===== config.mk =====
export PLATFORM = sky130hd
export DESIGN_NAME = decimal_seven_segment_formatter
export DESIGN_NICKNAME = d
export VERILOG_FILES = /design/src/hdl/dssf_pkg.sv /design/src/hdl/decimal_seven_segment_formatter.sv /design/src/hdl/dssf_bcd_pipe.sv /design/src/hdl/dssf_prep.sv /design/src/hdl/dssf_serial.sv
export SDC_FILE = /design/constraint.sdc
export NUM_CORES = 1
export LEC_CHECK = 0
export BUFFER_PORTS_ARGS = -buffer_cell sky130_fd_sc_hd__buf_2
export CORE_UTILIZATION = 63
export DETAILED_ROUTE_END_ITERATION = 8
export HOLD_SLACK_MARGIN = 0.03
export PLACE_DENSITY = 0.8
export SLEW_MARGIN = 20
export SYNTH_ARGS = -nofsm -noshare
export SYNTH_HDL_FRONTEND = slang
export SYNTH_SLANG_ARGS = --single-unit

===== constraint.sdc =====
create_clock -name i_clk -period 6.93 [get_ports i_clk]
set_input_delay 0.3465 -clock i_clk [delete_from_list [all_inputs] [get_ports i_clk]]
set_output_delay 0.3465 -clock i_clk [all_outputs]
set_load 0.005 [all_outputs]

===== src/hdl/dssf_pkg.sv =====
`timescale 1ns / 1ps
`default_nettype none
package dssf_pkg;

    localparam int VALUE_W        = 28;
    localparam int START_W        = 3;
    localparam int COUNT_W        = 4;
    localparam int DP_W           = 3;
    localparam int BLINK_W        = 4;
    localparam int POS_W          = 6;
    localparam int DIGIT_POS_W    = 3;
    localparam int SEG_W          = 8;
    localparam int BCD_DIGITS     = 9;
    localparam int BCD_W          = BCD_DIGITS * 4;
    localparam int DABBLE_STAGES  = 4;
    localparam int BITS_PER_STAGE = VALUE_W / DABBLE_STAGES;
    // Digits from this index upward make up a magnitude of 10000 or more.
    localparam int LARGE_DIGIT    = 4;
    localparam int IN_TDATA_W     = 48;
    localparam int OUT_TDATA_W    = 16;

    localparam logic [SEG_W-1:0] SEG_MINUS = 8'h40;
    localparam logic [SEG_W-1:0] SEG_DOT   = 8'h80;
    localparam logic [SEG_W-1:0] SEG_BLANK = 8'h00;

    typedef struct packed {
        logic               neg;
        logic [START_W-1:0] start;
        logic [COUNT_W-1:0] count;
        logic [DP_W-1:0]    dp;
        logic [BLINK_W-1:0] blink;
        logic               lz;
        logic               visible;
    } t_side;

    typedef struct packed {
        logic [BCD_W-1:0] bcd;
        t_side            side;
    } t_job;

    function automatic logic [SEG_W-1:0] glyph(input logic [3:0] d);
        logic [SEG_W-1:0] g;
        case (d)
            4'h0:    g = 8'h3F;
            4'h1:    g = 8'h06;
            4'h2:    g = 8'h5B;
            4'h3:    g = 8'h4F;
            4'h4:    g = 8'h66;
            4'h5:    g = 8'h6D;
            4'h6:    g = 8'h7D;
            4'h7:    g = 8'h07;
            4'h8:    g = 8'h7F;
            4'h9:    g = 8'h6F;
            4'hA:    g = 8'h77;
            4'hB:    g = 8'h7C;
            4'hC:    g = 8'h39;
            4'hD:    g = 8'h5E;
            4'hE:    g = 8'h79;
            4'hF:    g = 8'h71;
            default: g = 8'h00;
        endcase
        return g;
    endfunction

    // One shift-and-add-three step of the binary to BCD conversion.
    function automatic logic [BCD_W-1:0] dabble_step(input logic [BCD_W-1:0] bcd,
                                                     input logic b);
        logic [BCD_W-1:0] adj;
        adj = bcd;
        for (int k = 0; k < BCD_DIGITS; k++) begin
            if (bcd[k*4 +: 4] >= 4'd5) begin
                adj[k*4 +: 4] = bcd[k*4 +: 4] + 4'd3;
            end
        end
        return {adj[BCD_W-2:0], b};
    endfunction

endpackage
`default_nettype wire


===== src/hdl/decimal_seven_segment_formatter.sv =====
// A request passes the input register, four BCD conversion stages, a preparation stage,
// the digit sequencer and the output register, the first loading at the accepting edge.
// Throughput: one result per cycle while the sink is ready; a request gives one result
// per digit of its digit count plus one for a minus sign, at most 9 at DIGITS = 8.
// Reset empties every pipeline stage, the sequencer and the output register.
`timescale 1ns / 1ps
`default_nettype none
module decimal_seven_segment_formatter #(
    parameter int DIGITS = 8
) (
    input  wire logic                                i_clk,
    input  wire logic                                i_rst_n,
    input  wire logic                                i_s_axis_tvalid,
    output logic                                     o_s_axis_tready,
    // value[27:0], start_position[30:28], digit_count[34:31], decimal_position[37:35],
    // blink_position[41:38], want_leading_zeros[42], blink_visible[43], zeros above
    input  wire logic [dssf_pkg::IN_TDATA_W-1:0]     i_s_axis_tdata,
    output logic                                     o_m_axis_tvalid,
    input  wire logic                                i_m_axis_tready,
    // digit_position[2:0], segments[10:3], zeros above
    output logic [dssf_pkg::OUT_TDATA_W-1:0]         o_m_axis_tdata,
    output logic                                     o_m_axis_tlast
);

    logic [dssf_pkg::VALUE_W-1:0]      value;
    dssf_pkg::t_side                   side_in;

    logic                              bcd_valid, bcd_ready;
    logic [dssf_pkg::BCD_W-1:0]        bcd;
    dssf_pkg::t_side                   bcd_side;

    logic                              job_valid, job_ready;
    dssf_pkg::t_job                    job;

    logic [dssf_pkg::DIGIT_POS_W-1:0]  pos;
    logic [dssf_pkg::SEG_W-1:0]        seg;

    always_comb begin
        value           = i_s_axis_tdata[27:0];
        side_in.neg     = 1'b0;
        side_in.start   = i_s_axis_tdata[30:28];
        side_in.count   = i_s_axis_tdata[34:31];
        side_in.dp      = i_s_axis_tdata[37:35];
        side_in.blink   = i_s_axis_tdata[41:38];
        side_in.lz      = i_s_axis_tdata[42];
        side_in.visible = i_s_axis_tdata[43];
    end

    dssf_bcd_pipe u_bcd (
        .i_clk   (i_clk),
        .i_rst_n (i_rst_n),
        .i_valid (i_s_axis_tvalid),
        .o_ready (o_s_axis_tready),
        .i_value (value),
        .i_side  (side_in),
        .o_valid (bcd_valid),
        .i_ready (bcd_ready),
        .o_bcd   (bcd),
        .o_side  (bcd_side)
    );

    dssf_prep u_prep (
        .i_clk   (i_clk),
        .i_rst_n (i_rst_n),
        .i_valid (bcd_valid),
        .o_ready (bcd_ready),
        .i_bcd   (bcd),
        .i_side  (bcd_side),
        .o_valid (job_valid),
        .i_ready (job_ready),
        .o_job   (job)
    );

    dssf_serial #(
        .DIGITS (DIGITS)
    ) u_serial (
        .i_clk   (i_clk),
        .i_rst_n (i_rst_n),
        .i_valid (job_valid),
        .o_ready (job_ready),
        .i_job   (job),
        .o_valid (o_m_axis_tvalid),
        .i_ready (i_m_axis_tready),
        .o_pos   (pos),
        .o_seg   (seg),
        .o_last  (o_m_axis_tlast)
    );

    assign o_m_axis_tdata = {
        {(dssf_pkg::OUT_TDATA_W - dssf_pkg::SEG_W - dssf_pkg::DIGIT_POS_W){1'b0}}, seg, pos
    };

endmodule
`default_nettype wire


===== src/hdl/dssf_bcd_pipe.sv =====
`timescale 1ns / 1ps
`default_nettype none
module dssf_bcd_pipe (
    input  wire logic                         i_clk,
    input  wire logic                         i_rst_n,
    input  wire logic                         i_valid,
    output logic                              o_ready,
    input  wire logic [dssf_pkg::VALUE_W-1:0] i_value,
    input  wire dssf_pkg::t_side              i_side,
    output logic                              o_valid,
    input  wire logic                         i_ready,
    output logic [dssf_pkg::BCD_W-1:0]        o_bcd,
    output dssf_pkg::t_side                   o_side
);

    localparam int NST = dssf_pkg::DABBLE_STAGES;

    logic                           r_vld0;
    logic [dssf_pkg::VALUE_W-1:0]   r_mag;
    dssf_pkg::t_side                r_side0;
    logic                           rdy0;

    logic                           r_vld  [NST];
    logic [dssf_pkg::BCD_W-1:0]     r_bcd  [NST];
    logic [dssf_pkg::VALUE_W-1:0]   r_bin  [NST];
    dssf_pkg::t_side                r_side [NST];

    logic                           rdy    [NST];
    logic                           src_vld  [NST];
    dssf_pkg::t_side                src_side [NST];
    logic [dssf_pkg::BCD_W-1:0]     n_bcd  [NST];
    logic [dssf_pkg::VALUE_W-1:0]   n_bin  [NST];

    logic                           neg;
    logic [dssf_pkg::VALUE_W-1:0]   n_mag;
    dssf_pkg::t_side                n_side0;

    always_comb begin
        neg             = i_value[dssf_pkg::VALUE_W-1];
        n_mag           = neg ? (~i_value + 1'b1) : i_value;
        n_side0         = i_side;
        n_side0.neg     = neg;
    end

    // A stage takes a new request when it is empty or its content moves on.
    always_comb begin
        for (int s = NST - 1; s >= 0; s--) begin
            if (s == NST - 1) begin
                rdy[s] = !r_vld[s] || i_ready;
            end else begin
                rdy[s] = !r_vld[s] || rdy[s+1];
            end
        end
        rdy0 = !r_vld0 || rdy[0];
    end

    always_comb begin
        for (int s = 0; s < NST; s++) begin
            logic [dssf_pkg::BCD_W-1:0]   bcd;
            logic [dssf_pkg::VALUE_W-1:0] bin;
            if (s == 0) begin
                bcd         = '0;
                bin         = r_mag;
                src_vld[s]  = r_vld0;
                src_side[s] = r_side0;
            end else begin
                bcd         = r_bcd[s-1];
                bin         = r_bin[s-1];
                src_vld[s]  = r_vld[s-1];
                src_side[s] = r_side[s-1];
            end
            for (int t = 0; t < dssf_pkg::BITS_PER_STAGE; t++) begin
                bcd = dssf_pkg::dabble_step(bcd, bin[dssf_pkg::VALUE_W-1]);
                bin = {bin[dssf_pkg::VALUE_W-2:0], 1'b0};
            end
            n_bcd[s] = bcd;
            n_bin[s] = bin;
        end
    end

    always_ff @(posedge i_clk) begin
        if (!i_rst_n) begin
            r_vld0 <= 1'b0;
            for (int s = 0; s < NST; s++) begin
                r_vld[s] <= 1'b0;
            end
        end else begin
            if (rdy0) begin
                r_vld0 <= i_valid;
            end
            for (int s = 0; s < NST; s++) begin
                if (rdy[s]) begin
                    r_vld[s] <= src_vld[s];
                end
            end
        end
    end

    always_ff @(posedge i_clk) begin
        if (rdy0) begin
            r_mag   <= n_mag;
            r_side0 <= n_side0;
        end
        for (int s = 0; s < NST; s++) begin
            if (rdy[s]) begin
                r_bcd[s]  <= n_bcd[s];
                r_bin[s]  <= n_bin[s];
                r_side[s] <= src_side[s];
            end
        end
    end

    assign o_ready = rdy0;
    assign o_valid = r_vld[NST-1];
    assign o_bcd   = r_bcd[NST-1];
    assign o_side  = r_side[NST-1];

endmodule
`default_nettype wire


===== src/hdl/dssf_prep.sv =====
`timescale 1ns / 1ps
`default_nettype none
module dssf_prep (
    input  wire logic                      i_clk,
    input  wire logic                      i_rst_n,
    input  wire logic                      i_valid,
    output logic                           o_ready,
    input  wire logic [dssf_pkg::BCD_W-1:0] i_bcd,
    input  wire dssf_pkg::t_side           i_side,
    output logic                           o_valid,
    input  wire logic                      i_ready,
    output dssf_pkg::t_job                 o_job
);

    logic                         r_vld;
    dssf_pkg::t_job               r_job;
    dssf_pkg::t_job               n_job;
    logic                         upper_nz;
    logic                         big_neg;
    logic                         high_nz;

    always_comb begin
        upper_nz = 1'b0;
        for (int k = dssf_pkg::LARGE_DIGIT; k < dssf_pkg::BCD_DIGITS; k++) begin
            upper_nz = upper_nz | (|i_bcd[k*4 +: 4]);
        end
        // A large negative magnitude keeps its low four digits and loses a field digit.
        big_neg   = i_side.neg && upper_nz;
        n_job.bcd = i_bcd;
        if (big_neg) begin
            n_job.bcd[dssf_pkg::BCD_W-1:dssf_pkg::LARGE_DIGIT*4] = '0;
        end
        n_job.side = i_side;
        if (big_neg && (i_side.count != '0)) begin
            n_job.side.count = i_side.count - 1'b1;
        end
        // Below one unit of the scale, leading zeros are forced on, so every digit is shown.
        high_nz = 1'b0;
        for (int k = 0; k < dssf_pkg::BCD_DIGITS; k++) begin
            if (k >= int'(i_side.dp)) begin
                high_nz = high_nz | (|n_job.bcd[k*4 +: 4]);
            end
        end
        n_job.side.lz = i_side.lz || !high_nz;
    end

    assign o_ready = !r_vld || i_ready;

    always_ff @(posedge i_clk) begin
        if (!i_rst_n) begin
            r_vld <= 1'b0;
        end else if (o_ready) begin
            r_vld <= i_valid;
        end
    end

    always_ff @(posedge i_clk) begin
        if (o_ready) begin
            r_job <= n_job;
        end
    end

    assign o_valid = r_vld;
    assign o_job   = r_job;

endmodule
`default_nettype wire


===== src/hdl/dssf_serial.sv =====
`timescale 1ns / 1ps
`default_nettype none
module dssf_serial #(
    parameter int DIGITS = 8
) (
    input  wire logic                              i_clk,
    input  wire logic                              i_rst_n,
    input  wire logic                              i_valid,
    output logic                                   o_ready,
    input  wire dssf_pkg::t_job                    i_job,
    output logic                                   o_valid,
    input  wire logic                              i_ready,
    output logic [dssf_pkg::DIGIT_POS_W-1:0]       o_pos,
    output logic [dssf_pkg::SEG_W-1:0]             o_seg,
    output logic                                   o_last
);

    localparam int CNT_IN_MAX = (1 << dssf_pkg::COUNT_W) - 1;
    localparam int CNT_MAX    = (DIGITS < CNT_IN_MAX) ? DIGITS : CNT_IN_MAX;
    localparam int LW         = (CNT_MAX < 2) ? 1 : $clog2(CNT_MAX + 1);

    logic                              r_busy, n_busy;
    logic                              r_neg_pend, n_neg_pend;
    logic [LW-1:0]                     r_left, n_left;
    logic [LW-1:0]                     r_i, n_i;
    logic [dssf_pkg::POS_W-1:0]        r_pos, n_pos;
    logic [dssf_pkg::BCD_W-1:0]        r_bcd, n_bcd;
    logic [dssf_pkg::DP_W-1:0]         r_dp, n_dp;
    logic [dssf_pkg::BLINK_W-1:0]      r_blink, n_blink;
    logic                              r_lz, n_lz;
    logic                              r_vis, n_vis;

    logic                              r_ovld;
    logic [dssf_pkg::DIGIT_POS_W-1:0]  r_opos;
    logic [dssf_pkg::SEG_W-1:0]        r_oseg;
    logic                              r_olast;

    logic                              emit;
    logic                              load;
    logic [dssf_pkg::DIGIT_POS_W-1:0]  e_pos;
    logic [dssf_pkg::SEG_W-1:0]        e_seg;
    logic                              e_last;
    logic [dssf_pkg::SEG_W-1:0]        dot;
    logic [dssf_pkg::POS_W-1:0]        blink_ext;
    logic [LW-1:0]                     cnt_c;

    always_comb begin
        emit      = r_busy && (!r_ovld || i_ready);
        blink_ext = {{(dssf_pkg::POS_W - dssf_pkg::BLINK_W){r_blink[dssf_pkg::BLINK_W-1]}},
                     r_blink};
        dot       = (8'(r_i) == 8'(r_dp)) ? dssf_pkg::SEG_DOT : dssf_pkg::SEG_BLANK;

        if (r_neg_pend) begin
            e_pos  = '0;
            e_seg  = dssf_pkg::SEG_MINUS;
            e_last = (r_left == '0);
        end else begin
            e_pos  = r_pos[dssf_pkg::DIGIT_POS_W-1:0];
            e_last = (r_left == LW'(1));
            if ((r_pos == blink_ext) && !r_vis) begin
                e_seg = dssf_pkg::SEG_BLANK;
            end else if (|r_bcd) begin
                e_seg = dssf_pkg::glyph(r_bcd[3:0]) | dot;
            end else if (r_lz || (r_i == '0)) begin
                e_seg = dssf_pkg::glyph(4'd0) | dot;
            end else begin
                e_seg = dssf_pkg::SEG_BLANK;
            end
        end

        o_ready = !r_busy || (emit && e_last);
        load    = i_valid && o_ready;

        if (int'(i_job.side.count) > CNT_MAX) begin
            cnt_c = LW'(CNT_MAX);
        end else begin
            cnt_c = LW'(i_job.side.count);
        end

        n_busy     = r_busy;
        n_neg_pend = r_neg_pend;
        n_left     = r_left;
        n_i        = r_i;
        n_pos      = r_pos;
        n_bcd      = r_bcd;
        n_dp       = r_dp;
        n_blink    = r_blink;
        n_lz       = r_lz;
        n_vis      = r_vis;

        if (emit) begin
            if (r_neg_pend) begin
                n_neg_pend = 1'b0;
            end else begin
                // The digit is used up even when it is blanked for blinking.
                n_left = r_left - 1'b1;
                n_i    = r_i + 1'b1;
                n_pos  = r_pos - 1'b1;
                n_bcd  = {4'd0, r_bcd[dssf_pkg::BCD_W-1:4]};
            end
            if (e_last) begin
                n_busy = 1'b0;
            end
        end

        if (load) begin
            n_busy     = i_job.side.neg || (cnt_c != '0);
            n_neg_pend = i_job.side.neg;
            n_left     = cnt_c;
            n_i        = '0;
            n_pos      = dssf_pkg::POS_W'(i_job.side.start);
            n_bcd      = i_job.bcd;
            n_dp       = i_job.side.dp;
            n_blink    = i_job.side.blink;
            n_lz       = i_job.side.lz;
            n_vis      = i_job.side.visible;
        end
    end

    always_ff @(posedge i_clk) begin
        if (!i_rst_n) begin
            r_busy     <= 1'b0;
            r_neg_pend <= 1'b0;
            r_ovld     <= 1'b0;
        end else begin
            r_busy     <= n_busy;
            r_neg_pend <= n_neg_pend;
            if (emit) begin
                r_ovld <= 1'b1;
            end else if (i_ready) begin
                r_ovld <= 1'b0;
            end
        end
    end

    always_ff @(posedge i_clk) begin
        r_left  <= n_left;
        r_i     <= n_i;
        r_pos   <= n_pos;
        r_bcd   <= n_bcd;
        r_dp    <= n_dp;
        r_blink <= n_blink;
        r_lz    <= n_lz;
        r_vis   <= n_vis;
        if (emit) begin
            r_opos  <= e_pos;
            r_oseg  <= e_seg;
            r_olast <= e_last;
        end
    end

    assign o_valid = r_ovld;
    assign o_pos   = r_opos;
    assign o_seg   = r_oseg;
    assign o_last  = r_olast;

endmodule
`default_nettype wire


### Word-level counts from Yosys, hierarchy flattened

Memories as Yosys holds them, arrays and structs flattened. A register that Yosys moved wholly into a read port is not among the register bits.
Index checks and enable logic that the tools add are counted.

* bitwise logic cells: 19
* mux-type cells: 267
* $add $sub $neg: 215
* magnitude comparators: 218
* equality and inequality tests: 4
* reductions and logical operators: 53

Operator list (count)
* greater-or-equal comparator 4 x 3 -> 1 bit (second input constant): 204
* two-way mux 4 bit: 190
* adder 4 x 2 -> 4 bit (second input constant): 183
* two-way mux 36 bit: 3
* two-way mux 3 bit: 29
* adder 3 x 2 -> 3 bit (second input constant): 21
* OR reduction 4 bit: 14
* two-way mux 8 bit: 6
* two-way mux 1 bit: 36
* OR reduction 36 bit: 1
* adder 28 x 1 -> 28 bit (second input constant): 1
* NOT 28 bit: 1
* two-way mux 27 bit: 1
* two-way mux 20 bit: 1
* OR 1 bit: 16
* adder 1 x 2 -> 3 bit (both inputs constant): 4
* greater-or-equal comparator 1 x 3 -> 1 bit (both inputs constant): 4
* logical OR 1 bit: 11
* logical NOT 1 bit: 10
* greater-or-equal comparator 3 bit (first input constant): 3
* logical NOT 4 bit: 2
* OR 8 bit: 1
* nonzero test 4 bit: 2
* subtractor 4 x 1 -> 4 bit (second input constant): 2
* 17 further kinds: 30

* RAM bits: 300
* memory bits (read-only): 112
* logic and storage cells: 816
* flip-flop bits (word level): 174
* bits of input ports: 52
* memories kept: 5
* output and inout bits: 19

Memory list
* u_bcd.r_bcd: words 4, width 36, rd ports 4, clocked after memory_dff 0, wr ports 4, RTL line dssf_bcd_pipe.sv:24 `logic [dssf_pkg::BCD_W-1:0] r_bcd [NST];`
* (name not given): words 16, width 7, rd ports 1, clocked after memory_dff 1, wr ports 0, RTL line dssf_pkg.sv:43 `case (d)`
* u_bcd.r_bin: words 4, width 21, rd ports 3, clocked after memory_dff 0, wr ports 4, RTL line dssf_bcd_pipe.sv:25 `logic [dssf_pkg::VALUE_W-1:0] r_bin [NST];`
* u_bcd.r_side: words 4, width 17, rd ports 4, clocked after memory_dff 0, wr ports 4, RTL line dssf_bcd_pipe.sv:26 `dssf_pkg::t_side r_side [NST];`
* u_bcd.r_vld: words 4, width 1, rd ports 4, clocked after memory_dff 0, wr ports 4, RTL line dssf_bcd_pipe.sv:23 `logic r_vld [NST];`

### Longest topological paths before layout

An unclocked memory read counts as a cell.

* depth in word-level cells: 19
* depth in mapped cells: 33
* gate-level depth less buffers: 33

### By module

Synthesis repeated with hierarchy kept, for this count alone.

* cell total of the unflattened synthesis: 3025
* area total of the unflattened synthesis: 28743.8 um2

By module, submodules not included
* dssf_bcd_pipe: area an instance 22791.9 um2, seq. area each 7467.2 um2, cells each 2551, instances 1
* dssf_serial: area an instance 3849.9 um2, seq. area each 2262.2 um2, cells each 352, instances 1
* dssf_prep: area an instance 2060.7 um2, seq. area each 1611.5 um2, cells each 116, instances 1
* decimal_seven_segment_formatter: area an instance 41.3 um2, seq. area each 0.0 um2, cells each 6, instances 1

### Worst setup path after synthesis

OpenSTA, ideal clock, no wires.

* path type: register to register
* start: memory u_bcd.r_bcd[2][20] (netlist name)
* end: memory u_bcd.r_bcd[3][31] (netlist name), data pin
* clock period less this slack: 5.996 ns
* cell stages (with the launch flop): 28
* setup time: 0.260 ns
* arrival: 5.736 ns
* path buffers: 0
* setup slack: 0.934 ns
* data required time: 6.670 ns
* cell sequence: edfxtp_1 ha_1 nand2b_1 or3b_2 and2_1 inv_1 ha_1 or3_1 a31o_2 a221oi_1 nand3_1 nand2_1 xor2_1 nand2_1 ha_1 a21oi_1 xor3_1 inv_1 ha_1 o21ai_0 nand2_1 mux2i_1 ha_1 nor3_1 or3_1 a21oi_1 nor2_1 mux2_2

RTL lines (RTL line)
* start: declaration: dssf_bcd_pipe.sv:24

==> results.cfg <==
[outcome]
status = complete, no violations

[global_route]
grt_max_degree = 55
grtUsageMet3_pct = 3.368
grtUsageMet2_pct = 48.69
antenna_found_initial = 0
grt_overflow = 0
busiest_layer = met2
grt_pass1_vias = 21710
met1_usage_pct = 28.25
grt_usage_pct = 25.30
grt_pass1_wl_mm = 96.19

[synth]
synth_ff_type = edfxtp_1
ys_seq_elements = 385
async_flop_share_pct = 0
yosysTopAreaCellShare_pct = 39.03
synth.area.top_cells = edfxtp_1 (39%), ha_1 (5.4%), nand2_1 (5.0%)
synth.most_common_cell = nand2_1
syn_inst = 2995
synth-edff-count = 363
synth_common_cells = nand2_1 (370), edfxtp_1 (363), nor2_1 (224)
yosysTopAreaCell = edfxtp_1
seq_area_frac_synth_pct = 40.61
mappedNetlistArea_mm2 = 0.02793
yosysWarnings = 0
synth_cell_types = 131
synth_area_per_cell_um2 = 9.324

[die]
core_mm2 = 0.04336
initial_core_util_pct = 64.40
fp.dieH_um = 212.5
io_pins = 71
num_rows = 76
die_w_um = 212.5
dieArea_mm2 = 0.04517

[route]
avgRoutedWirePerCell_um = 15.76
antenna_left = 0
routed_wl_mm = 57.71
drc = 0
via_per_inst = 6.192
dr.pass1.iters = 6
first_iter_violations = 1474
route.vias.total = 22680

[clock_tree]
cts_root_buf = clkbuf_16
cts.sinks = 385
cts_buffers = 40
htree_levels = 2
clkTransAtPathRegs_ns = 0.06
cts_tree = done
cts_setup_buffers = 0
clk_latency_ns = 0.57
cts_buffer_depth = 3

[layout]
diodes = 0
fin_nets = 3221
syn_to_final_growth_pct = 8.128
drive_gt1_share_pct = 9.649

[timing]
hold_violations = 0
fmax_mhz = 155.3
finalCriticalPeriod_ns = 6.437
worstMarginPinSlew_ns = 1.095
relSlewSlack_pct = 27.01
slew_viol_final = 0
period_share_pct = 92.89
setup_violations = 0
holdWs_ns = 0.09218
fin_skew_ns = 0.01302
setup_tns_ns = 0

[setup_path]
arrival_ns = 6.73
crit_type = reg2reg
critPathMaxFanout = 10
startpoint_type = register
slowest_stage = edfxtp_1
crit_path_frequent_cell = ha_1
critPathMaxStageDelay_ns = 0.50
required_ns = 7.23
end_kind = register

[worst_hold_path]
worstHoldPathType = in2reg

[placement]
hpwl_mm = 41.36
portBuffers = 61
place_congestion = 0.9031

[flow_run]
drv_cap = 0
[layout make-up]
class	count	area, um^2
Clock inverter	19	160.2
Timing Repair Buffer	92	583.1
Multi-Input combinational cell	2360	15650
Inverter	169	634.4
Fill cell	3147	13170
Tap cell	585	732.0
Clock buffer	53	1091
Sequential cell	385	11340
[layer usage]
metal,up-vias,wire length (um)
met4,0,1437
met3,117,2395
met5,-,0
met2,583,30630
met1,10690,23250
li1,11290,-
[sequential cells by signal, summed over array words and instances, names as in the netlist, 6 cells and up, named ones only]
signal          flops
u_bcd.r_bcd        90
u_bcd.r_side       68
u_prep.o_job       53
u_bcd.r_bin        42
u_serial.r_bcd     36
u_bcd.r_mag        28
u_bcd.r_side0      17
u_serial.o_seg      8
u_serial.r_pos      6
[cells by family after synthesis]
| logic type | after synthesis | share of synthesized area [%] |
|---|---|---|
| AND/OR/NAND/NOR | 1048 | 18.25 |
| AO/OA/AOI/OAI | 933 | 22.85 |
| flip-flops | 385 | 40.61 |
| buffers and inverters | 254 | 3.602 |
| XOR/XNOR | 129 | 4.534 |
| adder cells (fa/ha/maj) | 126 | 5.601 |
| multiplexers | 119 | 4.543 |
| other | 1 | 0.01343 |
[stage by stage]
stage | instances | setup slack [ns] | area (um^2) | utilization (%)
3_5_place_dp | 3573 | 0.4486 | 28720 | 66.24
2_1_floorplan | 2999 | 0.9341 | 27940 | -
3_3_place_gp | 3573 | 0.6689 | 28720 | 66.24
5_1_grt | 3663 | -0.006815 | 30200 | 69.64
6_report | 3663 | 0.4927 | 30200 | 69.64
4_1_cts | 3663 | 0.3898 | 30150 | 69.54
[path summary, 6_finish.rpt]
path,startpoint,end,slack (ns),depth (start not counted)
setup / recovery,u_bcd.r_bcd[1][0]$_DFFE_PP_,u_bcd.r_bcd[2][7]$_DFFE_PP_,0.49,31
hold / removal,i_s_axis_tdata[25],u_bcd.r_mag[25]$_DFFE_PP_,0.09,2
setup reg to reg,u_bcd.r_bcd[1][0]$_DFFE_PP_,u_bcd.r_bcd[2][7]$_DFFE_PP_,0.49,31
hold reg to reg,u_bcd.r_side[1][9]$_DFFE_PP_,u_bcd.r_side[2][9]$_DFFE_PP_,0.41,0
[critical path: cells and delay by family (launching register included)]
kind            cells  cell delay [ns]
compound gates      9             1.73
xor+xnor            1             0.20
fa+ha+maj           5             1.08
buf+inv             5             0.63
flops               1             0.50
simple gates       11             2.00
[cells in the final DEF, fill, tap and decap left out, types with 43 or more instances in the layout]
cell type  instances
a31oi_1           43
nor2_1           224
mux2i_1           71
and2_1            43
nand3_1           58
a21oi_1          199
nand2_1          366
nor2b_1           44
xnor2_1           88
buf_2             61
nand2b_1          58
edfxtp_1         363
o21ai_0          186
mux2_2            44
ha_1             121
nor3_1            57
inv_1            161
[repair_timing]
action / 4_1_cts / 5_1_grt
endpoints found under the hold margin: 18 / 0
setup endpoints to repair: 0 / 12
gates resized for setup: 0 / 8
hold buffers: 18 / 0
Power is left out: the tool's default activity adds up to more than one toggle a clock period on the data nets, which glitch-free logic cannot reach.
